`config.mk`:
```
export PLATFORM = sky130hd
export DESIGN_NAME = sha1_stream_hasher
export DESIGN_NICKNAME = d
export VERILOG_FILES = /design/src/sv/sha1s_pkg.sv /design/src/sv/sha1_stream_hasher.sv
export SDC_FILE = /design/constraint.sdc
export NUM_CORES = 2
export LEC_CHECK = 0
export BUFFER_PORTS_ARGS = -buffer_cell sky130_fd_sc_hd__buf_2
export CORE_MARGIN = 2
export CORE_UTILIZATION = 50
export DETAILED_ROUTE_END_ITERATION = 16
export GPL_ROUTABILITY_DRIVEN = 1
export PLACE_DENSITY = 0.65
export SYNTH_ARGS = -nofsm -noshare
export SYNTH_HDL_FRONTEND = slang
export SYNTH_SLANG_ARGS = --single-unit
```
`constraint.sdc`:
```
create_clock -name aclk -period 22 [get_ports aclk]
set_clock_uncertainty 0.15 [all_clocks]
set_input_delay 4.4 -clock aclk [delete_from_list [all_inputs] [get_ports aclk]]
set_output_delay 4.4 -clock aclk [all_outputs]
set_load 0.02 [all_outputs]
```
`src/sv/sha1s_pkg.sv`:
```
// ----------------------------------------------------------------------------
// sha1s_pkg
// Shared types and constants of the SHA-1 stream hasher.
// ----------------------------------------------------------------------------
package sha1s_pkg;

    localparam int unsigned WORD_W   = 32;
    localparam int unsigned BYTE_W   = 8;
    localparam int unsigned NUM_H    = 5;
    localparam int unsigned WIN_N    = 16;
    localparam int unsigned NUM_RND  = 80;
    localparam int unsigned FILL_W   = 6;
    localparam int unsigned CNT_W    = 64;
    localparam int unsigned RND_W    = 7;
    localparam int unsigned IDX_W    = 3;
    localparam int unsigned OP_W     = 2;

    localparam logic [OP_W-1:0] OP_ABSORB = 2'd0;
    localparam logic [OP_W-1:0] OP_FINISH = 2'd1;
    localparam logic [OP_W-1:0] OP_CLEAR  = 2'd2;

    localparam logic [BYTE_W-1:0] PAD_MARK = 8'h80;

    localparam logic [FILL_W-1:0] FILL_LAST = 6'd63;
    localparam logic [FILL_W-1:0] FILL_LEN  = 6'd56;
    localparam logic [RND_W-1:0]  RND_LAST  = 7'(NUM_RND - 1);
    localparam logic [IDX_W-1:0]  IDX_LAST  = 3'(NUM_H - 1);

    localparam logic [WORD_W-1:0] H_INIT [NUM_H] = '{
        32'h67452301, 32'hEFCDAB89, 32'h98BADCFE, 32'h10325476, 32'hC3D2E1F0
    };

    localparam logic [WORD_W-1:0] K_0 = 32'h5A827999;
    localparam logic [WORD_W-1:0] K_1 = 32'h6ED9EBA1;
    localparam logic [WORD_W-1:0] K_2 = 32'h8F1BBCDC;
    localparam logic [WORD_W-1:0] K_3 = 32'hCA62C1D6;

    typedef enum logic [2:0] {
        ST_IDLE,
        ST_PAD,
        ST_ROUND,
        ST_FOLD,
        ST_EMIT
    } state_t;

endpackage

```
`src/sv/sha1_stream_hasher.sv`:
```
// ----------------------------------------------------------------------------
// sha1_stream_hasher
// SHA-1 over a byte stream, one round per cycle on a shared round unit.
// ----------------------------------------------------------------------------
// channel | dir | tdata               | tuser            | tlast
// s_      | in  | [7:0] data_byte     | [1:0] op         | -
// m_      | out | [31:0] digest_word  | [2:0] word_index | last
//
// An absorb is taken in ST_IDLE; the byte that completes a block then runs 80
// rounds on the shared round unit and one fold into the chaining words.
// A first finish shifts in padding one byte per cycle up to the block end and
// runs one or two compressions, then sends five words; a repeated finish only
// sends the words. s_tready is low while padding shifts in, a block compresses
// or words are sent.
// m_ is held by a stalled m_tready. Reset is synchronous, aresetn active low.
// ----------------------------------------------------------------------------
module sha1_stream_hasher
    import sha1s_pkg::*;
(
    input  logic        aclk,
    input  logic        aresetn,
    input  logic        s_tvalid,
    output logic        s_tready,
    input  logic [7:0]  s_tdata,   // [7:0] data_byte
    input  logic [1:0]  s_tuser,   // [1:0] op
    output logic        m_tvalid,
    input  logic        m_tready,
    output logic [31:0] m_tdata,   // [31:0] digest_word
    output logic [2:0]  m_tuser,   // [2:0] word_index
    output logic        m_tlast
);

    state_t              state_reg, state_next;
    logic [FILL_W-1:0]   fill_reg, fill_next;
    logic [CNT_W-1:0]    count_reg, count_next;
    logic                fin_reg, fin_next;
    logic                tail_reg, tail_next;
    logic                pad_reg, pad_next;
    logic [RND_W-1:0]    rnd_reg, rnd_next;
    logic [IDX_W-1:0]    idx_reg, idx_next;
    logic [WORD_W-1:0]   h_reg [NUM_H];
    logic [WORD_W-1:0]   h_next [NUM_H];
    logic [WORD_W-1:0]   a_reg, b_reg, c_reg, d_reg, e_reg;
    logic [WORD_W-1:0]   a_next, b_next, c_next, d_next, e_next;
    logic [WORD_W-1:0]   win_reg [WIN_N];
    logic [WORD_W-1:0]   win_next [WIN_N];
    logic                m_valid_reg, m_valid_next;
    logic [WORD_W-1:0]   m_data_reg, m_data_next;
    logic [IDX_W-1:0]    m_idx_reg, m_idx_next;
    logic                m_last_reg, m_last_next;

    logic                s_fire;
    logic [BYTE_W-1:0]   shift_byte;
    logic                do_shift;
    logic [WORD_W-1:0]   w_mix, w_cur, f_val, k_val, t_val;
    logic [2:0]          len_sel;
    logic [FILL_W-1:0]   fill_inc;

    assign s_tready = (state_reg == ST_IDLE);
    assign s_fire   = s_tvalid && s_tready;
    assign m_tvalid = m_valid_reg;
    assign m_tdata  = m_data_reg;
    assign m_tuser  = m_idx_reg;
    assign m_tlast  = m_last_reg;
    assign fill_inc = fill_reg + 1'b1;
    assign len_sel  = 3'd7 - fill_reg[2:0];

    always_comb begin
        w_mix = win_reg[13] ^ win_reg[8] ^ win_reg[2] ^ win_reg[0];
        w_mix = {w_mix[30:0], w_mix[31]};
        w_cur = (rnd_reg < 7'd16) ? win_reg[0] : w_mix;
        if (rnd_reg < 7'd20) begin
            f_val = (b_reg & c_reg) | (~b_reg & d_reg);
            k_val = K_0;
        end else if (rnd_reg < 7'd40) begin
            f_val = b_reg ^ c_reg ^ d_reg;
            k_val = K_1;
        end else if (rnd_reg < 7'd60) begin
            f_val = (b_reg & c_reg) | (b_reg & d_reg) | (c_reg & d_reg);
            k_val = K_2;
        end else begin
            f_val = b_reg ^ c_reg ^ d_reg;
            k_val = K_3;
        end
        t_val = {a_reg[26:0], a_reg[31:27]} + f_val + e_reg + k_val + w_cur;
    end

    always_comb begin
        state_next   = state_reg;
        fill_next    = fill_reg;
        count_next   = count_reg;
        fin_next     = fin_reg;
        tail_next    = tail_reg;
        pad_next     = pad_reg;
        rnd_next     = rnd_reg;
        idx_next     = idx_reg;
        h_next       = h_reg;
        a_next       = a_reg;
        b_next       = b_reg;
        c_next       = c_reg;
        d_next       = d_reg;
        e_next       = e_reg;
        win_next     = win_reg;
        m_valid_next = m_valid_reg && !m_tready;
        m_data_next  = m_data_reg;
        m_idx_next   = m_idx_reg;
        m_last_next  = m_last_reg;
        shift_byte   = s_tdata;
        do_shift     = 1'b0;

        unique case (state_reg)
            ST_IDLE: begin
                if (s_fire) begin
                    unique case (s_tuser)
                        OP_ABSORB: begin
                            if (!fin_reg) begin
                                do_shift   = 1'b1;
                                count_next = count_reg + CNT_W'(8);
                                pad_next   = 1'b0;
                            end
                        end
                        OP_FINISH: begin
                            idx_next = '0;
                            if (fin_reg) begin
                                state_next = ST_EMIT;
                            end else begin
                                do_shift   = 1'b1;
                                shift_byte = PAD_MARK;
                                pad_next   = 1'b1;
                                tail_next  = (fill_inc != '0) && (fill_inc <= FILL_LEN);
                                state_next = ST_PAD;
                            end
                        end
                        OP_CLEAR: begin
                            h_next     = H_INIT;
                            fill_next  = '0;
                            count_next = '0;
                            fin_next   = 1'b0;
                        end
                        default: begin
                        end
                    endcase
                end
            end
            ST_PAD: begin
                do_shift   = 1'b1;
                shift_byte = (tail_reg && fill_reg >= FILL_LEN) ?
                             count_reg[{len_sel, 3'b000} +: 8] : '0;
            end
            ST_ROUND: begin
                e_next = d_reg;
                d_next = c_reg;
                c_next = {b_reg[1:0], b_reg[31:2]};
                b_next = a_reg;
                a_next = t_val;
                for (int i = 0; i < WIN_N - 1; i++) begin
                    win_next[i] = win_reg[i+1];
                end
                win_next[WIN_N-1] = w_cur;
                rnd_next = rnd_reg + 1'b1;
                if (rnd_reg == RND_LAST) begin
                    state_next = ST_FOLD;
                end
            end
            ST_FOLD: begin
                h_next[0] = h_reg[0] + a_reg;
                h_next[1] = h_reg[1] + b_reg;
                h_next[2] = h_reg[2] + c_reg;
                h_next[3] = h_reg[3] + d_reg;
                h_next[4] = h_reg[4] + e_reg;
                if (!pad_reg) begin
                    state_next = ST_IDLE;
                end else if (tail_reg) begin
                    fin_next   = 1'b1;
                    pad_next   = 1'b0;
                    state_next = ST_EMIT;
                end else begin
                    tail_next  = 1'b1;
                    state_next = ST_PAD;
                end
            end
            ST_EMIT: begin
                if (!m_valid_reg || m_tready) begin
                    m_valid_next = 1'b1;
                    m_data_next  = h_reg[idx_reg];
                    m_idx_next   = idx_reg;
                    m_last_next  = (idx_reg == IDX_LAST);
                    idx_next     = idx_reg + 1'b1;
                    if (idx_reg == IDX_LAST) begin
                        state_next = ST_IDLE;
                    end
                end
            end
            default: begin
                state_next = ST_IDLE;
            end
        endcase

        if (do_shift) begin
            for (int i = 0; i < WIN_N - 1; i++) begin
                win_next[i] = {win_reg[i][23:0], win_reg[i+1][31:24]};
            end
            win_next[WIN_N-1] = {win_reg[WIN_N-1][23:0], shift_byte};
            fill_next = fill_inc;
            if (fill_reg == FILL_LAST) begin
                a_next     = h_reg[0];
                b_next     = h_reg[1];
                c_next     = h_reg[2];
                d_next     = h_reg[3];
                e_next     = h_reg[4];
                rnd_next   = '0;
                state_next = ST_ROUND;
            end
        end
    end

    always_ff @(posedge aclk) begin
        if (!aresetn) begin
            state_reg   <= ST_IDLE;
            fill_reg    <= '0;
            count_reg   <= '0;
            fin_reg     <= 1'b0;
            tail_reg    <= 1'b0;
            pad_reg     <= 1'b0;
            rnd_reg     <= '0;
            idx_reg     <= '0;
            h_reg       <= H_INIT;
            m_valid_reg <= 1'b0;
        end else begin
            state_reg   <= state_next;
            fill_reg    <= fill_next;
            count_reg   <= count_next;
            fin_reg     <= fin_next;
            tail_reg    <= tail_next;
            pad_reg     <= pad_next;
            rnd_reg     <= rnd_next;
            idx_reg     <= idx_next;
            h_reg       <= h_next;
            m_valid_reg <= m_valid_next;
        end
    end

    always_ff @(posedge aclk) begin
        a_reg      <= a_next;
        b_reg      <= b_next;
        c_reg      <= c_next;
        d_reg      <= d_next;
        e_reg      <= e_next;
        win_reg    <= win_next;
        m_data_reg <= m_data_next;
        m_idx_reg  <= m_idx_next;
        m_last_reg <= m_last_next;
    end

endmodule

```
**After elaboration in Yosys (flattened, before gate mapping)**

Cells that the tools add are included.

- Bits in registers: 955
- Bits in latches: 0
- Bits in writable memories: 0
- Bits in read-only memories: 0
- Bits of input ports: 14
- Output and inout port bits: 38
- Word-level logic and storage cells: 202
- Memories kept: 0

- Add/sub/neg operators: 14
- Multiply operators: 0
- Div/mod/pow operators: 0
- $lt $le $gt $ge: 7
- Eq/ne operators: 20
- Shift operators: 1
- Multiplexer cells: 82
- Bitwise gates (word level): 14
- Reductions and logical operators: 26

Operator list:

| operator | number |
|---|---|
| 512-bit 2-to-1 mux | 2 |
| 32-bit 2-to-1 mux | 23 |
| 160-bit 2-to-1 mux | 2 |
| 160-bit one-hot mux with 2 select lines | 1 |
| 32-bit adder | 9 |
| 32-bit bitwise XOR | 5 |
| 32-bit AND | 4 |
| 64-bit one-hot mux with 2 select lines | 1 |
| 32-bit binary-select mux with 3-bit select | 1 |
| 32-bit bitwise OR | 3 |
| 64-bit by 4-bit adder with 64-bit output (second input constant) | 1 |
| 64-bit 2-to-1 mux | 1 |
| 64-bit by 7-bit variable part select with 8-bit output | 1 |
| 3-bit 2-to-1 mux | 13 |
| 8-bit 2-to-1 mux | 4 |
| 32-bit NOT | 1 |
| 31-bit 2-to-1 mux | 1 |
| 6-bit 2-to-1 mux | 4 |
| 7-bit 2-to-1 mux | 3 |
| 1-bit 2-to-1 mux | 18 |
| 8-bit one-hot mux with 2 select lines | 1 |
| 3-bit one-hot mux with 5 select lines | 1 |
| 5-bit AND reduction | 3 |
| 7-bit by 5-bit < comparator with 1-bit output (second input constant) | 2 |
| other kinds (33) | 59 |

**Logic depth before layout (Yosys ltp)**

- Depth after elaboration: 13
- Gate-level depth with buffers: 25
- Mapped depth without buffers: 23

**Worst setup path before layout**

OpenSTA, ideal clock, no wires.

- Path kind: input -> register
- Start point: in s_tuser[1]
- End point: reg win_reg[0] (netlist name), enable pin
- Setup time: 3642 ps
- Arrival: 14082 ps
- Data required time: 18208 ps
- Path slack: 4126 ps
- Stages on the path: 8
- Cells stage by stage: clkbuf_1 > nor2_1 > a21oi_1 > nand2b_1 > clkbuf_1 > clkbuf_1 > clkbuf_1 > nand2_1

- Word-level cells in the longest chain between the ends: 6
- Elaborated cells between the ends (all ways): 7
- Those cells by class: 1 x eq/ne; 3 x mux; 3 x reduce/logical

Ends and longest elaborated chain:

| item | line | text |
|---|---|---|
| start, declared | sha1_stream_hasher.sv:25 | `input logic [1:0] s_tuser,` |
| 2-bit by 1-bit equality test with 1-bit output or 2-bit zero test (tied branches) | sha1_stream_hasher.sv:114 | `unique case (s_tuser)` |
| 2-bit OR reduction (no source line) (*) | -- |  |
| 1-bit 2-to-1 mux (*) | -- |  |
| 1-bit 2-to-1 mux (*) | sha1_stream_hasher.sv:113 | `if (s_fire) begin` |
| 1-bit one-hot mux with 2 select lines (*) | sha1_stream_hasher.sv:111 | `unique case (state_reg)` |
| 2-bit nonzero test (no source line) (*) | -- |  |
| end signal, assigned | sha1_stream_hasher.sv:249 | `win_reg <= win_next;` |
| end, declared | sha1_stream_hasher.sv:45 | `logic [WORD_W-1:0] win_reg [WIN_N];` |

Mark *: on every way between the ends. The rest lies on a longest branch, timed or not.
A chain may end at the register's enable or synchronous reset.

**Worst setup path after layout**

- Start point: in s_tuser[1]
- End point: reg win_reg[121] (netlist name), enable pin

The elaborated chain is that of the path after synthesis.

==> flow_summary.json <==
{
  "power.switching_mw": 1.077,
  "antenna_left": 0,
  "dr.pass1.iters": 6,
  "die_h_microns": 332.0,
  "worstPathMaxFanout": 186,
  "ys.flop_type": "edfxtp_1",
  "grt_pass1_vias": 40610,
  "power_frac_comb_pct": 9.1,
  "p_seq_share_pct": 48.6,
  "worstSetupEndpointType": "register",
  "grt_use_total_pct": 25.54,
  "seq_area_sq_um": 24550,
  "synth-seq-cells": 952,
  "cts_hold_buf": 0,
  "utilization_pct": 54.90,
  "die_w_microns": 332.0,
  "htree_levels": 3,
  "setup_tns_ps": 0,
  "rr_worst_depth": 25,
  "irDropWorstVdd_uv": 76.24,
  "clockRootBuffer": "clkbuf_16",
  "drcViolationCount": 0,
  "tightest_slew_ps": 1295,
  "yosysTopAreaCellShare_pct": 30.59,
  "drive_above_1_share_pct": 5.205,
  "cpPeakStageDelay_ps": 960,
  "fin_crit_sh_pct": 41.18,
  "fin_nets": 6358,
  "grt_max_degree": 242,
  "synth_edf_count": 548,
  "fmax_mhz": 110.4,
  "hold_ws_ps": 331.0,
  "dp_hpwl_microns": 95600,
  "synth_top_cells_by_area": "edfxtp_1 (31%), dfxtp_1 (15%), nand2_1 (14%)",
  "startpoint_type": "input port",
  "final-hold-violation-count": 0,
  "clock-sinks": 952,
  "num_vias": 42840,
  "rsz0062_at_grt": "no",
  "hold_path_depth": 2,
  "antenna_found_initial": 2,
  "n_fill_cell": 9633,
  "crit_type": "in -> reg",
  "hold_start": "rnd_reg[1]",
  "cts_setup_buffers": 0,
  "async_flop_share_pct": 0,
  "syn_nets": 6453,
  "cp_common_cell": "buf_4",
  "grt-ovfl-total": 0,
  "leakage_nw": 24.60,
  "clock_latency_ps": 720,
  "multiInputGateArea_sq_um": 27280,
  "critPathArrivalTime_ps": 9220,
  "seq_area_frac_synth_pct": 45.63,
  "required_ps": 22160,
  "cts_resized": 0,
  "synth_cell_types": 93,
  "hold_end": "rnd_reg[1]",
  "core_area_sq_um": 106900,
  "grt_pass1_wl_microns": 226100,
  "path_clk_slew_ps": 60,
  "cts-buffers-inserted": 105,
  "critPathSlowestCell": "nand2_4",
  "p_clk_share_pct": 42.3,
  "insertedDiodeCount": 0,
  "cts_max_path_buffers": 3,
  "post-route-min-period_ps": 9059,
  "r2r_end": "a_reg[29]",
  "status": "finished, final reports clean",
  "maxCapViolCount": 0,
  "largest_reg_flops": 512,
  "max_slew_margin_pct": 12.72,
  "crit_chain": "buf_2, nor2_1, a21oi_1, nand2b_4, nand2_4, buf_12, buf_4, buf_4",
  "p_int_mw": 3.195,
  "rrSetupSlack_ps": 14650,
  "drt-initial-drc-count": 4019,
  "syn_inst": 6115,
  "boundaryPins": 52,
  "ys_warn_count": 0,
  "avgSynthCellArea_sq_um": 8.796,
  "wire_per_inst_microns": 19.12,
  "area_growth_pct": 9.114,
  "cts_tree": "yes",
  "dieArea_sq_um": 110200,
  "maxSlewViolCount": 0,
  "via_per_inst": 5.703,
  "io_buffers": 51,
  "power.density_nw_per_um2": 72.79,
  "place_congestion": 0.9292,
  "start_util_pct": 50.31,
  "hold_path_class": "reg -> reg",
  "swShare_pct": 25.21,
  "routed_wl_microns": 143700,
  "r2r_start": "rnd_reg[4]",
  "yosys.area.top_type": "edfxtp_1",
  "setup_violations": 0,
  "rows": 120,
  "synth_area_sq_um": 53790
}
[critical path, delay by kind of cell]
family / cells / cell delay [ps]
compound gates: 1 / 120
buf+inv: 4 / 2730
simple gates: 3 / 1600
[power groups by stage]
stage | Sequential, mW | Combinational (mW) | Clock, mW
6_report | 2.08 | 0.388 | 1.81
5_1_grt | 2.09 | 0.440 | 1.91
4_1_cts | 2.08 | 0.390 | 1.84
3_5_place_dp | 2.11 | 0.389 | 0
3_3_place_gp | 2.11 | 0.382 | 0
2_1_floorplan | 2.13 | 0.295 | 0
[synth_stat cells (8+ instances only)]
cell / count
nand2_1: 1955
edfxtp_1: 548
nor2_1: 457
dfxtp_1: 404
a21oi_1: 287
clkbuf_1: 279
inv_1: 231
o21ai_0: 215
xnor2_1: 214
ha_1: 199
a31oi_1: 158
fa_1: 125
mux2i_1: 104
xor2_1: 99
a21o_1: 86
nand3_1: 83
nor3_1: 57
o22ai_1: 50
nor2b_1: 49
and3_1: 37
a211oi_1: 32
o21bai_1: 29
nand4_1: 28
and2_1: 27
nand2b_1: 26
o21a_1: 25
or3_1: 25
a22oi_1: 24
a21boi_0: 20
a221o_1: 20
buf_1: 20
o211ai_1: 20
o21ai_1: 15
mux4_2: 14
o31ai_1: 13
o221ai_1: 11
a221oi_1: 8
[kinds of logic after synthesis]
group                    share of synthesized area (%)
XOR/XNOR                                         5.097
multiplexers                                     2.522
adder cells (fa/ha/maj)                          9.281
AND/OR/NAND/NOR                                  21.24
buffers and inverters                            3.764
AO/OA/AOI/OAI                                    12.46
flip-flops                                       45.63
[cell type report]
class	count	share of cell area [%]
Clock inverter	43	0.9146
Timing Repair Buffer	102	1.241
Inverter	232	1.484
Tap cell	1403	2.991
Clock buffer	153	5.063
Sequential cell	952	41.83
Multi-Input combinational cell	4627	46.48
[cells in the final DEF, fill, tap and decap left out, drive strengths merged, types with 99 or more instances in the layout]
cell	instances
a21oi	287
a31oi	158
buf	102
clkbuf	153
dfxtp	404
edfxtp	548
fa	125
ha	199
inv	236
mux2i	104
nand2	1957
nor2	458
o21ai	230
xnor2	214
xor2	99
[worst max-delay path by stage]
stage / endpoint / slack (ps) / start
6_report: win_reg[121] / 12940 / s_tuser[1]
5_1_grt: win_reg[417] / 12540 / s_tuser[1]
4_1_cts: win_reg[153] / 12950 / s_tuser[1]
3_5_place_dp: win_reg[329] / 12190 / s_tuser[1]
3_3_place_gp: win_reg[321] / 12210 / s_tuser[1]
2_1_floorplan: win_reg[0] / 4130 / s_tuser[1]
[per-stage QoR]
step	total power [mW]	std cells	area, sq um	worst slack, ps
after global placement	2.495	7316	55180	12210
after floorplan	2.427	6115	53790	4126
after global routing	4.439	7512	58690	12540
final	4.272	7512	58690	12940
after CTS	4.309	7512	58690	12950
after detailed placement	2.502	7316	55180	12190
[metal layers]
| metal | GRT usage (%) | vias up | routed length, microns |
|---|---|---|---|
| met5 | 0 | - | 0 |
| met3 | 3.176 | 252 | 8011 |
| met4 | 9.381 | 0 | 4653 |
| li1 | - | 20650 | - |
| met1 | 35.72 | 20730 | 64930 |
| met2 | 40.78 | 1209 | 66060 |
No activity file was read; power rests on OpenSTA's default activity.
